<file path="config.mk">
export PLATFORM = sky130hd
export DESIGN_NAME = cpu_alu_execute_8bit
export DESIGN_NICKNAME = d
export VERILOG_FILES = /design/src/rtl/cae_pkg.sv /design/src/rtl/cae_alu.sv /design/src/rtl/cpu_alu_execute_8bit.sv
export VERILOG_INCLUDE_DIRS = /design/src /design/src/rtl
export SDC_FILE = /design/constraint.sdc
export NUM_CORES = 1
export LEC_CHECK = 0
export BUFFER_PORTS_ARGS = -buffer_cell sky130_fd_sc_hd__buf_2
export CAP_MARGIN = 20
export CORE_MARGIN = 5
export CORE_UTILIZATION = 56
export CTS_CLUSTER_SIZE = 12
export DETAILED_ROUTE_END_ITERATION = 7
export PLACE_DENSITY = 0.8
export SLEW_MARGIN = 0
export SYNTH_ARGS = -nofsm -noshare
export SYNTH_HDL_FRONTEND = slang
export SYNTH_HIERARCHICAL = 1
export SYNTH_SLANG_ARGS = --single-unit
</file>
<file path="constraint.sdc">
create_clock -name clock -period 4.94 [get_ports clock]
set_clock_uncertainty 0.05 [all_clocks]
set_input_delay 0.247 -clock clock [delete_from_list [all_inputs] [get_ports clock]]
set_output_delay 0.247 -clock clock [all_outputs]
set_load 0.1 [all_outputs]
</file>
<file path="src/rtl/cpu_alu_execute_8bit_defines.svh">
// Assertion macros for the accumulator execute block.
// Included by the top level; depends on nothing else.
`ifndef CPU_ALU_EXECUTE_8BIT_DEFINES_SVH
`define CPU_ALU_EXECUTE_8BIT_DEFINES_SVH
`ifndef NO_ASSERTIONS
`define CAE_ASSERT_NOW(label, clk, rst, ante, cons) \
   label: assert property (@(posedge clk) disable iff (rst) (ante) |-> (cons)) \
      else $error("execute block assertion failed");
`define CAE_ASSERT_NEXT(label, clk, rst, ante, cons) \
   label: assert property (@(posedge clk) disable iff (rst) (ante) |=> (cons)) \
      else $error("execute block assertion failed");
`else
`define CAE_ASSERT_NOW(label, clk, rst, ante, cons)
`define CAE_ASSERT_NEXT(label, clk, rst, ante, cons)
`endif
`endif

</file>
<file path="src/rtl/cae_pkg.sv">
// Types and constants shared by the accumulator execute block.
// Used by cae_alu and cpu_alu_execute_8bit; depends on nothing.
`default_nettype none

package cae_pkg;

   typedef enum logic [2:0] {
      OP_ADC     = 3'd0,
      OP_AND     = 3'd1,
      OP_ASL_ACC = 3'd2,
      OP_ASL_MEM = 3'd3,
      OP_CLC     = 3'd4,
      OP_CLD     = 3'd5,
      OP_CLI     = 3'd6,
      OP_CLV     = 3'd7
   } op_type;

   localparam int unsigned FLAG_C = 0;
   localparam int unsigned FLAG_Z = 1;
   localparam int unsigned FLAG_I = 2;
   localparam int unsigned FLAG_D = 3;
   localparam int unsigned FLAG_V = 6;
   localparam int unsigned FLAG_N = 7;

   localparam logic [7:0] STATUS_RESET = 8'h24;
   localparam logic [7:0] ACC_RESET    = 8'h00;

   typedef struct packed {
      op_type     op;
      logic [7:0] operand_value;
   } req_type;

   typedef struct packed {
      logic [7:0] acc_out;
      logic [7:0] status_out;
      logic [7:0] mem_value;
      logic       mem_write;
   } rsp_type;

endpackage

`default_nettype wire

</file>
<file path="src/rtl/cae_alu.sv">
// Combinational execute logic: ADC, AND, ASL and the flag clears.
// Depends on cae_pkg for the operation codes, flag positions and beat types.
`default_nettype none

module cae_alu (
   input  cae_pkg::req_type req,
   input  logic [7:0]       acc,
   input  logic [7:0]       status,
   output cae_pkg::rsp_type rsp
);

   logic [8:0] sum;
   logic [7:0] result;
   logic [7:0] shifted;

   assign sum     = {1'b0, acc} + {1'b0, req.operand_value} + {8'd0, status[cae_pkg::FLAG_C]};
   assign shifted = (req.op == cae_pkg::OP_ASL_MEM) ? {req.operand_value[6:0], 1'b0}
                                                    : {acc[6:0], 1'b0};

   always_comb begin
      rsp.acc_out    = acc;
      rsp.status_out = status;
      rsp.mem_value  = 8'd0;
      rsp.mem_write  = 1'b0;
      result         = 8'd0;
      unique case (req.op)
         cae_pkg::OP_ADC: begin
            result = sum[7:0];
            rsp.acc_out = result;
            rsp.status_out[cae_pkg::FLAG_C] = sum[8];
            rsp.status_out[cae_pkg::FLAG_V] = (acc[7] ^ result[7]) &
                                              (req.operand_value[7] ^ result[7]);
         end
         cae_pkg::OP_AND: begin
            result = acc & req.operand_value;
            rsp.acc_out = result;
         end
         cae_pkg::OP_ASL_ACC: begin
            result = shifted;
            rsp.acc_out = result;
            rsp.status_out[cae_pkg::FLAG_C] = acc[7];
         end
         cae_pkg::OP_ASL_MEM: begin
            result = shifted;
            rsp.mem_value = result;
            rsp.mem_write = 1'b1;
            rsp.status_out[cae_pkg::FLAG_C] = req.operand_value[7];
         end
         cae_pkg::OP_CLC: rsp.status_out[cae_pkg::FLAG_C] = 1'b0;
         cae_pkg::OP_CLD: rsp.status_out[cae_pkg::FLAG_D] = 1'b0;
         cae_pkg::OP_CLI: rsp.status_out[cae_pkg::FLAG_I] = 1'b0;
         cae_pkg::OP_CLV: rsp.status_out[cae_pkg::FLAG_V] = 1'b0;
         default: rsp.mem_write = 1'b0;
      endcase
      if ((req.op == cae_pkg::OP_ADC) || (req.op == cae_pkg::OP_AND) ||
          (req.op == cae_pkg::OP_ASL_ACC) || (req.op == cae_pkg::OP_ASL_MEM)) begin
         rsp.status_out[cae_pkg::FLAG_Z] = (result == 8'd0);
         rsp.status_out[cae_pkg::FLAG_N] = result[7];
      end
   end

endmodule

`default_nettype wire

</file>
<file path="src/rtl/cpu_alu_execute_8bit.sv">
// Execute stage of an 8-bit accumulator processor: top level.
// Depends on cae_pkg, cae_alu and cpu_alu_execute_8bit_defines.svh.
//
// Each request beat carries a decoded operation and its fetched operand
// byte. The block holds the accumulator and the status register and
// returns one response beat per request with the accumulator and status
// after the instruction, plus the shifted byte and a write strobe for a
// shift of a memory byte.
// A request beat lands in an input register; it is then executed against
// the accumulator and status and loaded into the result register, which
// drives the response. One beat per cycle is sustained while the
// receiver does not stall, set by the single 8-bit add and flag logic
// on the accumulator loop.
// When the receiver stalls, the result register holds its beat and the
// input register still takes one more request; only when both are full
// does req_stall rise.
// Synchronous reset clears both valid bits, sets the accumulator to zero
// and the status register to 0x24 (interrupt disable and bit 5 set).
`default_nettype none
`include "cpu_alu_execute_8bit_defines.svh"

module cpu_alu_execute_8bit (
   input  logic             clock,
   input  logic             reset,
   input  logic             req_valid,
   output logic             req_stall,
   input  cae_pkg::req_type req_data,
   output logic             rsp_valid,
   input  logic             rsp_stall,
   output cae_pkg::rsp_type rsp_data
);

   logic             in_valid_ff, in_valid_in;
   cae_pkg::req_type in_data_ff;
   logic             out_valid_ff, out_valid_in;
   cae_pkg::rsp_type out_data_ff;
   logic [7:0]       acc_ff;
   logic [7:0]       status_ff;
   cae_pkg::rsp_type alu_rsp;
   logic             out_load;
   logic             in_load;

   cae_alu u_alu (
      .req    (in_data_ff),
      .acc    (acc_ff),
      .status (status_ff),
      .rsp    (alu_rsp)
   );

   assign out_load     = in_valid_ff && (!out_valid_ff || !rsp_stall);
   assign req_stall    = in_valid_ff && !out_load;
   assign in_load      = req_valid && !req_stall;
   assign in_valid_in  = in_load || (in_valid_ff && !out_load);
   assign out_valid_in = out_load || (out_valid_ff && rsp_stall);

   always_ff @(posedge clock) begin
      if (reset) begin
         in_valid_ff  <= 1'b0;
         out_valid_ff <= 1'b0;
         acc_ff       <= cae_pkg::ACC_RESET;
         status_ff    <= cae_pkg::STATUS_RESET;
      end else begin
         in_valid_ff  <= in_valid_in;
         out_valid_ff <= out_valid_in;
         if (out_load) begin
            acc_ff    <= alu_rsp.acc_out;
            status_ff <= alu_rsp.status_out;
         end
      end
   end

   always_ff @(posedge clock) begin
      if (in_load) begin
         in_data_ff <= req_data;
      end
      if (out_load) begin
         out_data_ff <= alu_rsp;
      end
   end

   assign rsp_valid = out_valid_ff;
   assign rsp_data  = out_data_ff;

   `CAE_ASSERT_NOW(a_status_spare_bits, clock, reset, 1'b1, status_ff[5:4] == 2'b10)
   `CAE_ASSERT_NOW(a_mem_value_zero, clock, reset, out_valid_ff,
                   out_data_ff.mem_write || (out_data_ff.mem_value == 8'd0))
   `CAE_ASSERT_NEXT(a_pending_advances, clock, reset,
                    out_valid_ff && !rsp_stall && in_valid_ff, out_valid_ff)
   `CAE_ASSERT_NEXT(a_state_matches_rsp, clock, reset, out_load,
                    (acc_ff == out_data_ff.acc_out) && (status_ff == out_data_ff.status_out))

endmodule

`default_nettype wire

</file>
# Word level (Yosys, flattened, before mapping)
# Index checks and enable logic that the tools add are counted.
# totals
reg_bits	50
inputBits	15
out_inout_bits	27
elab_cells	50
# op_classes
n_addsub	2
n_eq_ne	7
mux	10
n_bitwise	4
reduce_logical	17
# op_table
cell	count
8-bit one-hot mux with 3 select lines	2
3-bit equality test (second input constant)	4
8-bit by 8-bit adder with 9-bit output	1
9-bit by 1-bit adder with 9-bit output	1
8-bit bitwise AND	1
8-bit zero test	1
8-bit 2-to-1 mux	1
3-bit by 2-bit equality test with 1-bit output (second input constant)	2
1-bit logical OR	6
1-bit 2-to-1 mux	5
1-bit logical AND	4
1-bit zero test	4
1-bit one-hot mux with 4 select lines	1
3-bit by 1-bit equality test with 1-bit output (second input constant)	1
3-bit zero test	1
1-bit one-hot mux with 2 select lines	1
2-bit OR reduction	1
1-bit bitwise XOR	2
1-bit bitwise AND	1

# Depth between registers and ports, before layout
# logic_depth
depth_word	8
depth_mapped	11
ltp_nobuf	11

# Cells and area by module
# The synthesis kept the hierarchy.
# by_module_without_submodules
mod	n_inst	cells_per_inst	area_per_inst_um2
cpu_alu_execute_8bit	1	115	1876.8
cae_alu	1	154	964.7

# Least setup slack after synthesis
# Ideal clock, no wire load.
# synth_timing
path_kind	register to register
startpoint	reg acc_ff[0]
endpoint	reg out_data_ff (netlist bit rsp_data[10]), data pin
setup_time_ns	0.259
arrival_time_ns	2.312
required_time_ns	4.631
path_slack_ns	2.319
path_stages_with_launch	10
n_path_buf	0
synth_period_minus_slack_ns	2.621
path_cell_list	dfxtp_1 -> inv_1 -> fa_1 -> fa_1 -> nand2b_1 -> a21oi_1 -> o21a_1 -> nor3_1 -> o41a_1 -> a32o_2
# synth_rtl
element	line	text
start, declared	cpu_alu_execute_8bit.sv:37	logic [7:0] acc_ff;
start signal, assigned	cpu_alu_execute_8bit.sv:60	acc_ff <= cae_pkg::ACC_RESET;
start signal, assigned	cpu_alu_execute_8bit.sv:66	acc_ff <= alu_rsp.acc_out;
end signal, assigned	cpu_alu_execute_8bit.sv:77	out_data_ff <= alu_rsp;
end, declared	cpu_alu_execute_8bit.sv:36	cae_pkg::rsp_type out_data_ff;

==> impl_results.md <==
* Antenna viol nets, final at 0
* Layout area overhead at 10.79%
* Die Wd at 81.23 microns
* Endpoint class of the critical path: flop
* Max Cap Viol at 0
* GRT Total Usage at 0.1914
* Rel. slew slack at 0.3436
* Mean cell area of the mapped netlist at 10.56 sq um
* Top_reg_cell synth: edfxtp_1
* Setup Total Neg Slack at 0 ns
* Diodes inserted at 0
* Status: finished clean
* Period utilization at 0.5809
* # rows at 26
* Synth area leader: edfxtp_1
* Iteration-0 DRC count of the detailed router at 191
* Power density over the cells at 309.1 mW/mm^2
* Syn Nets at 294
* Core area at 0.005010 sq mm
* CTS sink cnt at 54
* Achievable Freq at 348.5 MHz
* Deepest clock path buffer count at 2
* Required time at the worst-slack endpoint at 4.95 ns
* First-pass GRT wire length at 9604 microns
* Crit-path cells: inv_1, fa_1, fa_1, nand2b_1, a21oi_1, o21a_1, nor3_1, o41a_1, a32o_2
* Total CTS buffers at 5
* Die H at 81.23 microns
* Yosys top cell area share at 0.3804
* Min Tclk post-route at 2.869 ns
* Maximum vdd drop at 161.1 uV
* Seq cells post-synth at 54
* Crit path DAT at 2.88 ns
* Setup Crit Path Kind: reg2reg
* Drt drc at 0
* I/O pin cnt at 42
* Number of setup violations in the final report at 0
* Buffers on Ports at 41
* Buf/Inv on CP at 1
* Most common cell after layout, fill and taps aside: buf_2
* GPL Wtd Cong at 0.9785
* Final Hold Vio Count at 0
* Fillers at 442
* Sequential-to-total area share from yosys stat at 0.5073
* Via count at 2129
* Synth top area cells: edfxtp_1, dfxtp_1, nand2b_1
* Clock insertion delay at the later pin of the skew report at 0.30 ns
* Layout cells sized above 1 at 0.1711
* Vias in the first global route at 2026
* CTS Hold Buffers Added at 0
* DP Wirelength at 4110 microns
* Crit-path max cell delay at 0.43 ns
* Final slew viol count at 0
* Pin count of the biggest net entering global routing at 35
* Critical path launch point type: flop
* Via density at 5.693
* CTS tree: yes
* Clock root buffer: clkbuf_8
* Post-CTS setup buffers at 0
* Hold/Removal Path Class: in2reg
* Total die area at 0.006598 sq mm
* Unrepaired setup endpoints after global routing: false
* Worst-path clk slew at 0.09 ns
* Routed len/inst at 15.15 microns
* Worst slew pin tran at 0.9810 ns
* Delay-heaviest family, CP: compound AO/OA/AOI/OAI gates
* Critical path's slowest cell: fa_1
* WL final at 5667 microns
* Fin nets at 328
* Commonest non-fill, non-tap cells in the layout: buf_2, edfxtp_1, nand2b_1
* Final Total Pwr at 973.0 uW
* Syn Inst Count at 269
* Number of synthesized flops with an enable pin at 36
* Post-CTS Resized at 0
* Most frequent CP cell: fa_1
* Post-Syn Area at 0.002841 sq mm
* Share of flip-flops with an asynchronous set or reset at 0
* Starting density of the core at 0.5672
* Antenna violations before repair at 0
* Synth warn at 6
* CTS H-Tree Depth at 2
* Crit path max fanout at 5
* Overflow after GRT at 0
* Pre-Repair DR Iteration Count at 4
* Leakage at 0.001176 uW
* Post-synth cell types at 52
synthesized netlist by cell type, types with 2 or more instances:
library cell	number
o22ai_1	2
nor2_1	26
nor4_1	2
buf_2	3
nand3_1	3
nand2_1	17
nand2b_1	33
nor2b_1	2
a21oi_1	11
inv_1	11
o21ai_1	2
a22oi_1	2
mux2i_1	18
o31a_1	2
o21a_1	4
a211o_1	2
buf_6	2
and2_1	5
o21ai_0	11
clkbuf_1	5
fa_1	2
a211oi_1	4
edfxtp_1	36
a31oi_1	5
nor3_1	5
buf_4	3
o22a_1	2
ha_1	8
dfxtp_1	18
kinds of logic after synthesis:
family	share of synthesized area
buf+inv	0.05064
compound gates	0.1458
other cells	0.001320
fa+ha+maj	0.04932
flops	0.5073
simple gates	0.1823
mux	0.06341
metal layers:
layer	GRT usage	share of wire
met3	0.04324	0.061
met5	0	0
met1	0.2450	0.43
met2	0.3136	0.49
met4	0.07770	0.023
final cells by class:
class,instances,area [sq um],share of cell area
timing repair buffer,42,212.7,0.06757
multi-input combinational,189,1264,0.4014
inverter,11,41.29,0.01312
tap,70,87.58,0.02782
clock buffer,8,101.3,0.03219
sequential,54,1441,0.4579
worst paths after layout:
kind / startpoint / end / slack, ns / cells after the start
max: acc_ff[0] / rsp_data[10] / 2.07 / 9
min: req_data[9] / in_data_ff[9] / 0.06 / 1
max reg2reg: acc_ff[0] / rsp_data[10] / 2.07 / 9
min reg2reg: status_ff[5] / rsp_data[14] / 0.42 / 0
state kept, by name, summed over array words and instances (netlist names):
register,count
rsp_valid,1
acc_ff,8
status_ff,8
in_valid_ff,1
rsp_data,25
in_data_ff,11
power by group:
part | switching, uW | internal [uW]
Clock | 133 | 131
Sequential | 18.9 | 505
Combinational | 137 | 48.0
Total | 289 | 684
worst reg2reg max path: cells and delay by family (launching register included):
| kind | cells | cell delay [ns] |
|---|---|---|
| compound gates | 4 | 0.95 |
| buf+inv | 1 | 0.12 |
| fa+ha+maj | 2 | 0.86 |
| simple gates | 2 | 0.24 |
| flops | 1 | 0.41 |
metrics by stage:
step / hold slack, ns / util / setup WS (ns) / area (sq um) / instances
3_3_place_gp: 0.3732 / 0.6081 / 2.204 / 3047 / 366
2_1_floorplan: 0.2959 / - / 2.319 / 2841 / 269
6_report: 0.06290 / 0.6284 / 2.071 / 3148 / 374
4_1_cts: 0.05742 / 0.6284 / 2.099 / 3148 / 374
5_1_grt: 0.03915 / 0.6284 / 1.840 / 3148 / 374
3_5_place_dp: 0.3753 / 0.6081 / 2.148 / 3047 / 366
Note: power is estimated with default switching activity, not from simulation.
